## src/sv/fvp_pkg.sv

```systemverilog
// fvp_pkg: shared types and constants for the value-purge fifo
// used by fvp_cell and fifo_with_value_purge; no dependencies

package fvp_pkg;

    localparam int DEPTH_DEFAULT = 32;
    localparam int DATA_W        = 8;
    localparam int CNT_OUT_W     = 6;

    typedef enum logic [1:0] {
        REQ_PUSH  = 2'd0,
        REQ_POP   = 2'd1,
        REQ_PURGE = 2'd2,
        REQ_NOP   = 2'd3
    } req_t;

    typedef enum logic [1:0] {
        ST_OK        = 2'd0,
        ST_EMPTY     = 2'd1,
        ST_FULL      = 2'd2,
        ST_NOT_FOUND = 2'd3
    } status_t;

    typedef enum logic [1:0] {
        S_IDLE,
        S_PURGE,
        S_DONE
    } state_t;

    typedef struct packed {
        logic shift_en;
        logic match_en;
        logic load_en;
    } cell_ctrl_t;

endpackage

```

## src/sv/fvp_cell.sv

```systemverilog
// fvp_cell: one entry of the shifting queue
// depends on fvp_pkg (cell_ctrl_t, DATA_W)

module fvp_cell
(
    input  logic                              clk,
    input  fvp_pkg::cell_ctrl_t               ctrl,
    input  logic                              valid,
    input  logic signed [fvp_pkg::DATA_W-1:0] key,
    input  logic                              shift_in,
    input  logic signed [fvp_pkg::DATA_W-1:0] nbr_data,
    input  logic signed [fvp_pkg::DATA_W-1:0] load_data,
    output logic signed [fvp_pkg::DATA_W-1:0] data,
    output logic                              shift_out
);

    logic signed [fvp_pkg::DATA_W-1:0] data_reg;
    logic signed [fvp_pkg::DATA_W-1:0] data_next;
    logic                              match;

    assign match     = ctrl.match_en & valid & (data_reg == key);
    assign shift_out = shift_in | match;

    always_comb
    begin
        data_next = data_reg;
        if (ctrl.load_en)
        begin
            data_next = load_data;
        end
        else if (ctrl.shift_en && shift_out)
        begin
            data_next = nbr_data;
        end
    end

    always_ff @(posedge clk)
    begin
        data_reg <= data_next;
    end

    assign data = data_reg;

endmodule

```

## src/sv/fifo_with_value_purge.sv

```systemverilog
// fifo_with_value_purge: shifting fifo of signed 8-bit entries with purge by value
// depends on fvp_pkg and fvp_cell
//
// A request word is accepted only while the block is idle and the response
// register is free or being drained. Push, pop and the unused kind go through
// the done state, which loads the response registers; the next word is not
// taken until the done state has passed. A purge removes one matching entry per
// cycle through the cell chain and goes to the done state once it finds no
// further match. A stalled response holds off the next request. Each cell holds
// one entry; a removal moves every entry behind the first match one cell forward
// in the same cycle. No clearing pass after reset.

module fifo_with_value_purge
#(
    parameter int QUEUE_DEPTH = fvp_pkg::DEPTH_DEFAULT
)
(
    input  logic                              clk,
    input  logic                              rst_n,
    input  logic                              req_valid,
    output logic                              req_stall,
    input  logic [1:0]                        req_type,
    input  logic signed [fvp_pkg::DATA_W-1:0] operand_value,
    output logic                              rsp_valid,
    input  logic                              rsp_stall,
    output logic signed [fvp_pkg::DATA_W-1:0] front_value,
    output logic [fvp_pkg::CNT_OUT_W-1:0]     entry_count,
    output logic [fvp_pkg::CNT_OUT_W-1:0]     removed_count,
    output logic [1:0]                        status_code
);

    localparam int COUNT_W = $clog2(QUEUE_DEPTH + 1);
    localparam int DW      = fvp_pkg::DATA_W;
    localparam int OW      = fvp_pkg::CNT_OUT_W;

    fvp_pkg::state_t  state_reg, state_next;
    logic [COUNT_W-1:0] count_reg, count_next;
    logic [COUNT_W-1:0] removed_reg, removed_next;
    fvp_pkg::status_t status_reg, status_next;
    logic signed [DW-1:0] key_reg, key_next;

    logic                 rsp_valid_reg, rsp_valid_next;
    logic signed [DW-1:0] front_reg, front_next;
    logic [COUNT_W-1:0]   rsp_count_reg, rsp_count_next;
    logic [COUNT_W-1:0]   rsp_removed_reg, rsp_removed_next;
    fvp_pkg::status_t     rsp_status_reg, rsp_status_next;

    logic                 accept;
    logic                 any_match;
    logic                 shift_en;
    logic                 match_en;
    logic                 push_en;
    logic                 pop_head;
    logic signed [DW-1:0] cell_key;

    logic signed [DW-1:0] cell_data [QUEUE_DEPTH];
    logic                 chain     [QUEUE_DEPTH+1];

    assign req_stall = !((state_reg == fvp_pkg::S_IDLE) && (!rsp_valid_reg || !rsp_stall));
    assign accept    = req_valid & ~req_stall;
    assign any_match = chain[QUEUE_DEPTH];
    assign chain[0]  = pop_head;
    assign cell_key  = (state_reg == fvp_pkg::S_PURGE) ? key_reg : operand_value;

    // cell row
    for (genvar i = 0; i < QUEUE_DEPTH; i++)
    begin : g_cell
        fvp_pkg::cell_ctrl_t  ctrl;
        logic signed [DW-1:0] nbr;

        assign ctrl.shift_en = shift_en;
        assign ctrl.match_en = match_en;
        assign ctrl.load_en  = push_en && (count_reg == COUNT_W'(i));

        if (i == QUEUE_DEPTH - 1)
        begin : g_last
            assign nbr = '0;
        end
        else
        begin : g_mid
            assign nbr = cell_data[i+1];
        end

        fvp_cell u_cell
        (
            .clk       (clk),
            .ctrl      (ctrl),
            .valid     (COUNT_W'(i) < count_reg),
            .key       (cell_key),
            .shift_in  (chain[i]),
            .nbr_data  (nbr),
            .load_data (operand_value),
            .data      (cell_data[i]),
            .shift_out (chain[i+1])
        );
    end

    // next state
    always_comb
    begin
        state_next = state_reg;
        unique case (state_reg)
            fvp_pkg::S_IDLE:
            begin
                if (accept)
                begin
                    if (req_type == fvp_pkg::REQ_PURGE)
                    begin
                        state_next = fvp_pkg::S_PURGE;
                    end
                    else
                    begin
                        state_next = fvp_pkg::S_DONE;
                    end
                end
            end
            fvp_pkg::S_PURGE:
            begin
                if (!any_match)
                begin
                    state_next = fvp_pkg::S_DONE;
                end
            end
            fvp_pkg::S_DONE:
            begin
                state_next = fvp_pkg::S_IDLE;
            end
            default:
            begin
                state_next = fvp_pkg::S_IDLE;
            end
        endcase
    end

    // datapath control
    always_comb
    begin
        count_next       = count_reg;
        removed_next     = removed_reg;
        status_next      = status_reg;
        key_next         = key_reg;
        shift_en         = 1'b0;
        match_en         = 1'b0;
        push_en          = 1'b0;
        pop_head         = 1'b0;
        rsp_valid_next   = rsp_valid_reg && rsp_stall;
        front_next       = front_reg;
        rsp_count_next   = rsp_count_reg;
        rsp_removed_next = rsp_removed_reg;
        rsp_status_next  = rsp_status_reg;

        unique case (state_reg)
            fvp_pkg::S_IDLE:
            begin
                if (accept)
                begin
                    removed_next = '0;
                    status_next  = fvp_pkg::ST_OK;
                    key_next     = operand_value;
                    unique case (req_type)
                        fvp_pkg::REQ_PUSH:
                        begin
                            if (count_reg == COUNT_W'(QUEUE_DEPTH))
                            begin
                                status_next = fvp_pkg::ST_FULL;
                            end
                            else
                            begin
                                push_en    = 1'b1;
                                count_next = count_reg + COUNT_W'(1);
                            end
                        end
                        fvp_pkg::REQ_POP:
                        begin
                            if (count_reg == '0)
                            begin
                                status_next = fvp_pkg::ST_EMPTY;
                            end
                            else
                            begin
                                shift_en     = 1'b1;
                                pop_head     = 1'b1;
                                count_next   = count_reg - COUNT_W'(1);
                                removed_next = COUNT_W'(1);
                            end
                        end
                        default:
                        begin
                        end
                    endcase
                end
            end
            fvp_pkg::S_PURGE:
            begin
                shift_en = 1'b1;
                match_en = 1'b1;
                if (any_match)
                begin
                    count_next   = count_reg - COUNT_W'(1);
                    removed_next = removed_reg + COUNT_W'(1);
                end
                else if (removed_reg == '0)
                begin
                    status_next = fvp_pkg::ST_NOT_FOUND;
                end
            end
            fvp_pkg::S_DONE:
            begin
                rsp_valid_next   = 1'b1;
                front_next       = (count_reg == '0) ? '0 : cell_data[0];
                rsp_count_next   = count_reg;
                rsp_removed_next = removed_reg;
                rsp_status_next  = status_reg;
            end
            default:
            begin
            end
        endcase
    end

    always_ff @(posedge clk or negedge rst_n)
    begin
        if (!rst_n)
        begin
            state_reg     <= fvp_pkg::S_IDLE;
            count_reg     <= '0;
            rsp_valid_reg <= 1'b0;
        end
        else
        begin
            state_reg     <= state_next;
            count_reg     <= count_next;
            rsp_valid_reg <= rsp_valid_next;
        end
    end

    always_ff @(posedge clk)
    begin
        removed_reg     <= removed_next;
        status_reg      <= status_next;
        key_reg         <= key_next;
        front_reg       <= front_next;
        rsp_count_reg   <= rsp_count_next;
        rsp_removed_reg <= rsp_removed_next;
        rsp_status_reg  <= rsp_status_next;
    end

    assign rsp_valid   = rsp_valid_reg;
    assign front_value = front_reg;
    assign status_code = rsp_status_reg;

    if (COUNT_W >= OW)
    begin : g_cnt_trunc
        assign entry_count   = rsp_count_reg[OW-1:0];
        assign removed_count = rsp_removed_reg[OW-1:0];
    end
    else
    begin : g_cnt_ext
        assign entry_count   = {{(OW-COUNT_W){1'b0}}, rsp_count_reg};
        assign removed_count = {{(OW-COUNT_W){1'b0}}, rsp_removed_reg};
    end

endmodule
```

## config.mk

```make
export PLATFORM = sky130hd
export DESIGN_NAME = fifo_with_value_purge
export DESIGN_NICKNAME = d
export VERILOG_FILES = /design/src/sv/fvp_pkg.sv /design/src/sv/fvp_cell.sv /design/src/sv/fifo_with_value_purge.sv
export SDC_FILE = /design/constraint.sdc
export NUM_CORES = 1
export LEC_CHECK = 0
export BUFFER_PORTS_ARGS = -buffer_cell sky130_fd_sc_hd__buf_4
export CELL_PAD_IN_SITES_DETAIL_PLACEMENT = 0
export CELL_PAD_IN_SITES_GLOBAL_PLACEMENT = 1
export CORE_UTILIZATION = 54
export CTS_CLUSTER_SIZE = 14
export DETAILED_ROUTE_END_ITERATION = 12
export GPL_TIMING_DRIVEN = 0
export PLACE_DENSITY_LB_ADDON = 0.1
export SKIP_LAST_GASP = 1
export SLEW_MARGIN = 20
export SYNTH_ARGS = -nofsm -noshare
export SYNTH_HDL_FRONTEND = slang
export SYNTH_HIERARCHICAL = 1
export SYNTH_SLANG_ARGS = --single-unit
```

## constraint.sdc

```tcl
create_clock -name clk -period 26.7 [get_ports clk]
set_input_delay 5.34 -clock clk [delete_from_list [all_inputs] [get_ports clk]]
set_output_delay 5.34 -clock clk [all_outputs]
set_load 0.05 [all_outputs]
```

==> results of run 1 <==
stage by stage:
| step | utilization, % | cell area, sq um | worst slack, ns |
|---|---|---|---|
| final | 61.75 | 18940 | 13.80 |
| after detailed placement | 58.21 | 17850 | 13.38 |
| after floorplan | - | 16940 | 14.65 |
| after CTS | 61.75 | 18940 | 13.85 |
| after global routing | 61.75 | 18940 | 13.17 |
| after global placement | 57.74 | 17710 | 12.48 |
area by class of cell:
type / instances / area share, %
plain buffers: 46 / 1.143
clock inverters: 15 / 0.6540
repair buffers: 40 / 1.903
well taps: 396 / 2.616
inverters: 46 / 0.9117
multi-input cells: 948 / 39.89
flip-flops and latches: 303 / 47.80
clock buffers: 44 / 5.080
cells in the mapped netlist (2+ instances only):
cell type    n  area, sq um
nor2_1      43        161.4
and3_1       5        31.28
o21ai_0     10        50.05
edfxtp_1   294         8828
xor2_1     199         1743
dfrtp_1      9        225.2
or3_1        2        12.51
ha_1         7        87.58
clkbuf_1     9        33.78
nor3_1      38        190.2
mux2_2     256         2883
o211ai_1     2        15.01
nand2b_1    39        244.0
or2_2        2        12.51
buf_2       34        170.2
a21o_1       4        30.03
buf_1        3        11.26
a211oi_1     4        30.03
nand4_1     34        212.7
a21oi_1     43        215.2
o21ai_1     32        160.2
nor4_1      35        219.0
nand3b_1     2        15.01
nor2b_1      4        25.02
nand3_1      8        40.04
inv_1       46        172.7
and2_1      11        68.82
xnor2_1     68        595.6
nand2_1     81        304.0
placed cells by master, fill, tap and decap left out, types with 32 or more instances in the layout:
master,Yosys,routed
edfxtp_1,294,294
mux2_2,256,256
nor3_1,38,38
nand2_1,81,73
buf_4,0,37
nor2_1,43,42
inv_1,46,46
buf_2,34,35
nand4_1,34,34
nor4_1,35,35
a21oi_1,43,43
o21ai_1,32,32
nand2b_1,39,39
xor2_1,199,199
xnor2_1,68,68
clkbuf_16,0,37
worst max-delay path, delay by kind of cell:
family / cells / cell delay [ns]
and+or+nand+nor: 38 / 6.55
buffers and inverters: 2 / 0.62
AOI/OAI and AO/OA: 1 / 0.46
xor gates and xnor gates: 1 / 0.16
muxes: 1 / 0.15
metal layers:
metal	track usage, %	vias up	routed length (microns)
met1	34.96	5261	17950
met2	39.64	170	17640
met4	6.215	0	717
met3	3.075	56	1250
li1	-	5000	-
met5	0	-	0
power groups by stage:
stage / logic, mW / clock network [mW] / registers, mW
2_1_floorplan: 0.163 / 0 / 0.603
3_3_place_gp: 0.260 / 0 / 0.582
3_5_place_dp: 0.268 / 0 / 0.583
4_1_cts: 0.269 / 0.467 / 0.573
5_1_grt: 0.294 / 0.482 / 0.576
6_report: 0.268 / 0.457 / 0.573
logic make-up after synthesis:
logic type	Yosys count	share of synthesized area [%]
mux	257	17.11
other cells	1	0.02218
fa+ha+maj	7	0.5179
compound gates	101	3.367
xor+xnor	267	13.83
flops	303	53.54
buf+inv	92	2.294
simple gates	308	9.323
final timing paths:
kind                            slack [ns]                  endpoint  cells after the start
worst max-delay path                 13.80  count_reg[1]$_DFFE_PN0P_                     43
worst min-delay path                  0.42  status_code[0]$_DFFE_PP_                      0
worst max register to register       17.49  count_reg[1]$_DFFE_PN0P_                     45
worst min register to register        0.42  status_code[0]$_DFFE_PP_                      0
max in group asynchronous            21.90  count_reg[1]$_DFFE_PN0P_                      1
min in group asynchronous             4.65       rsp_valid$_DFF_PN0_                      1
==> metrics, run 1 <==
Post-synth EDFFs=294; CTS Hold Bufs=0; CP startpoint=operand_value[1]; layout cell share with drive strength beyond 1=27.12%; Clock power frac=35.2%; P_int=0.9121 mW; worst min path class=reg -> reg; H-tree depth=2; Largest register FFs=256; CP max-delay cell=nand2_2; Pre-antenna DRT Iters=6; largest net degree at the start of global routing=65; Worst-path clk slew=0.06 ns; logic gate share of total power=20.7%; I/O Buffers=37; sequential fraction of the synthesis area=53.54%; RSZ-0062 raised after global routing=no; Worst-Skew Late Latency=0.51 ns; final wirelength=37560 microns; CTS tree=done; CP Capture Type=flop; Iter 0 DRT Violations=637; Slew Limit Fails=0; Rows=64; Die ar.=32030 sq um; Fin. Hold Viols=0; endpoints failing setup=0; ys flop type=edfxtp_1; sw frac=29.71%; status=completed; class of the most critical setup path=in -> reg; hpwl dp=25220 microns; CTS max path bufs=3; max cap viols=0; Die W=179.0 microns; global route total overflow=0; post-synthesis async set-or-reset flop share=2.970%; Via-to-Cell Ratio=5.706; flip-flop and latch count after synthesis=303; worst endpoint required time=27.08 ns; Ports=38; Syn Std Cell Area=16910 sq um; CTS buffer count=34; Fin Clk Skew=0.01120 ns; cell area power density=68.52 nW/um^2; ANT nets after route=0; CP max FO=34; f_max=77.51 MHz; fin crit period=12.90 ns; DR vias=10490; Core Region=30670 sq um; Slew HR=43.94%; vias in the first global route=10810; post-route insts no fill=1838; CTS sink cnt=303; first-pass GRT wire length=60530 microns; Tcrit/Tclk final=48.32%; leak pwr=6.509 nW; RR Startpoint=state_reg[1]$_DFFE_PN0P_; Hold Slack=0.4161 ns; Post-route DRC=0; crit start category=input port; gp weighted congestion=0.8409; drt wl/cell=20.43 microns; Die Ht=179.0 microns; Max VDD drop=49.52 uV; Gate Count Post-Synth=1336; Initial Util=55.14%; setup TNS=0 ns; Synth Area per Inst=12.66 sq um; Final #Nets=1440; Critical Path AT=13.28 ns; Filler Cells Inserted=2444; worst slew pin tran=0.8354 ns; peak per-stage delay on the critical path=0.49 ns; Antenna diodes=0; Setup Buffers After CTS=0; Yosys cell types=41; post_cts resized=0; Multi-input gate area=7555 sq um; Register Area=9054 sq um; switching power=0.3856 mW; Layout area overhead=12.00%; initial antenna violation count=0; CTS root buf=clkbuf_16; fraction of power consumed by sequential logic=44.1%; yosys synthesis warning count=6; hold path start=status_reg[0]$_SDFFCE_PN1P_; GRT Total Usage=24.53%; Placed Cells=1779; Tot Pwr=1.298 mW; most frequent CP cell=nand2b_1
No activity file was read; power rests on OpenSTA's default activity.
==> inputs of run 2 (changes only) <==
--- a/config.mk
+++ b/config.mk
@@ -8,7 +8,7 @@
 export BUFFER_PORTS_ARGS = -buffer_cell sky130_fd_sc_hd__buf_4
 export CELL_PAD_IN_SITES_DETAIL_PLACEMENT = 0
 export CELL_PAD_IN_SITES_GLOBAL_PLACEMENT = 1
-export CORE_UTILIZATION = 54
+export CORE_UTILIZATION = 48
 export CTS_CLUSTER_SIZE = 14
 export DETAILED_ROUTE_END_ITERATION = 12
 export GPL_TIMING_DRIVEN = 0
==> constraint.sdc (replaced) <==
create_clock -name clk -period 11.7 [get_ports clk]
set_input_delay 2.34 -clock clk [delete_from_list [all_inputs] [get_ports clk]]
set_output_delay 2.34 -clock clk [all_outputs]
set_load 0.05 [all_outputs]
==> run 2 against run 1 <==
Via count decreased by 0.83%. Critical endpoint is now count_reg[2]$_DFFE_PN0P_. Highest routed layer unchanged. Final cell count increased by 3.2%. Critical path type unchanged. Wire length about the same. Die area is 12% higher.
==> metrics, run 2 (same netlist as run 1, synthesis figures left out) <==
reg2reg path depth=45 (unchanged); Slew Limit Fails=0 (unchanged); GRT Total Usage=21.50% (-3.0 points); gp weighted congestion=0.8188 (-2.6%); H-tree depth=2 (unchanged); CTS sink cnt=303 (unchanged); worst endpoint required time=12.08 ns (-15.00 ns); Max VDD drop=120.4 uV (+140%); first-pass GRT wire length=60440 microns (-0.15%); Post-route DRC=0 (unchanged); register-to-register setup slack=2.51 ns (-14.98 ns); Largest register FFs=256 (unchanged); Hold Path Depth=0 (unchanged); setup ws final=1.872 ns (-11.93 ns); CTS Hold Bufs=0 (unchanged); largest net degree at the start of global routing=65 (unchanged); most frequent cells in the layout=294 x edfxtp_1, 256 x mux2_2, 199 x xor2_1; Core Region=34630 sq um (+13%); Ports=38 (unchanged); Fin Clk Skew=0.01502 ns (+0.003825 ns); commonest non-fill, non-tap cell in the layout=edfxtp_1; peak per-stage delay on the critical path=0.49 ns (about the same); leak pwr=6.484 nW (-0.38%); ANT nets after route=0 (unchanged); Fin. Hold Viols=0 (unchanged); final wirelength=37580 microns (about the same); Worst-Skew Late Latency=0.52 ns (about the same); Worst-path clk slew=0.06 ns (about the same); f_max=101.7 MHz; class of the most critical setup path=in -> reg; Setup Buffers After CTS=0 (unchanged); worst slew pin tran=0.7934 ns (-0.04200 ns); Slew HR=46.76% (+2.8 points); Filler Cells Inserted=2954 (+21%); CP max-delay cell=nand2_2; Critical Path AT=10.21 ns (-3.07 ns); hold path start=status_reg[1]$_SDFFCE_PN1P_; endpoints failing setup=0 (unchanged); Die ar.=35980 sq um (+12%); CP max FO=34 (unchanged); Final #Nets=1441 (+0.069%); CTS tree=done; cell area power density=153.6 nW/um^2 (+120%); CTS max path bufs=3 (unchanged); Pre-antenna DRT Iters=5 (-1); I/O Buffers=37 (unchanged); CTS root buf=clkbuf_16; Via-to-Cell Ratio=5.482 (-3.9%); Multi-input gate area=7555 sq um (unchanged); max cap viols=0 (unchanged); Layout area overhead=12.06% (about the same); post-route insts no fill=1897 (+3.2%); Die Ht=189.7 microns (+6.0%); global route total overflow=0 (unchanged); Tcrit/Tclk final=84.00%; RSZ-0062 raised after global routing=no; CTS buffer count=35 (+2.9%); status=completed; dpl ws=1.342 ns (-12.03 ns); crit start category=input port; Iter 0 DRT Violations=476 (-25%); Antenna diodes=0 (unchanged); initial antenna violation count=0 (unchanged); Initial Util=48.83% (-6.3 points); most frequent CP cell=nand2b_1; Rows=68 (+6.3%); DR vias=10400 (-0.83%); Placed Cells=1838 (+3.3%); vias in the first global route=10600 (-1.9%); drt wl/cell=19.81 microns (-3.1%); worst min path class=reg -> reg; fin crit period=9.828 ns; RR Startpoint=state_reg[1]$_DFFE_PN0P_; Die W=189.7 microns (+6.0%); hpwl dp=25490 microns (+1.1%); post_cts resized=0 (unchanged); layout cell share with drive strength beyond 1=26.84% (-0.28 points); CP startpoint=operand_value[4]; setup TNS=0 ns (unchanged); CP Capture Type=flop; Register Area=9054 sq um (unchanged)
## run 2: changes by cell type in the layout (fill, tap and decap cells not counted)
cell	change
clkinv_4	-1
bufinv_16	-2
clkinvlp_4	-2
clkbuf_1	+6
clkinv_2	+1
clkinv_1	-2
## run 2: layout make-up
type | instances | share of cell area [%]
sequential | 303 | 47.78
multi-input combinational | 948 | 39.87
clock buffer | 50 | 5.196
tap | 455 | 3.004
timing repair buffer | 40 | 1.902
buffer | 46 | 1.142
inverter | 46 | 0.9112
clock inverter | 9 | 0.1981
## run 2: through the flow
| step | cell area, sq um | util, % | hold slack, ns | power [mW] |
|---|---|---|---|---|
| after CTS | 18950 | 54.72 | 0.4191 | 2.944 |
| after floorplan | 16940 | - | 0.4003 | 1.748 |
| after detailed placement | 17930 | 51.77 | 0.4045 | 1.943 |
| after global routing | 18950 | 54.72 | 0.4287 | 3.040 |
| after global placement | 17780 | 51.36 | 0.4076 | 1.929 |
| final | 18950 | 54.72 | 0.4185 | 2.910 |
## run 2: power by group
group / internal (mW) / switching [mW] / total [mW] / leakage [nW]
registers: 1.26 / 0.0461 / 1.31 / 2.78
clock network: 0.581 / 0.410 / 0.991 / 0.498
logic: 0.197 / 0.413 / 0.611 / 3.21
## run 2: worst max-delay path, delay by kind of cell
kind                   cells  cell delay (ns)
AO/OA/AOI/OAI              2             0.58
XOR/XNOR                   2             0.36
buffers and inverters      2             0.58
AND/OR/NAND/NOR           37             6.33
## run 2: final timing paths
| kind | to |
|---|---|
| setup / recovery | count_reg[2]$_DFFE_PN0P_ |
| hold / removal | status_code[1]$_DFFE_PP_ |
| setup reg to reg | count_reg[2]$_DFFE_PN0P_ |
| hold reg to reg | status_code[1]$_DFFE_PP_ |
| max in group asynchronous | count_reg[2]$_DFFE_PN0P_ |
| min in group asynchronous | rsp_valid$_DFF_PN0_ |
## run 2: routing by layer
metal	wire length, microns	part of all wire (%)	GRT usage, %	vias up
li1	-	-	-	5022
met1	18290	49	30.58	5169
met2	17450	46	35.09	167
met3	1254	3.3	2.693	42
met4	585	1.6	4.870	0
met5	0	0	0	-
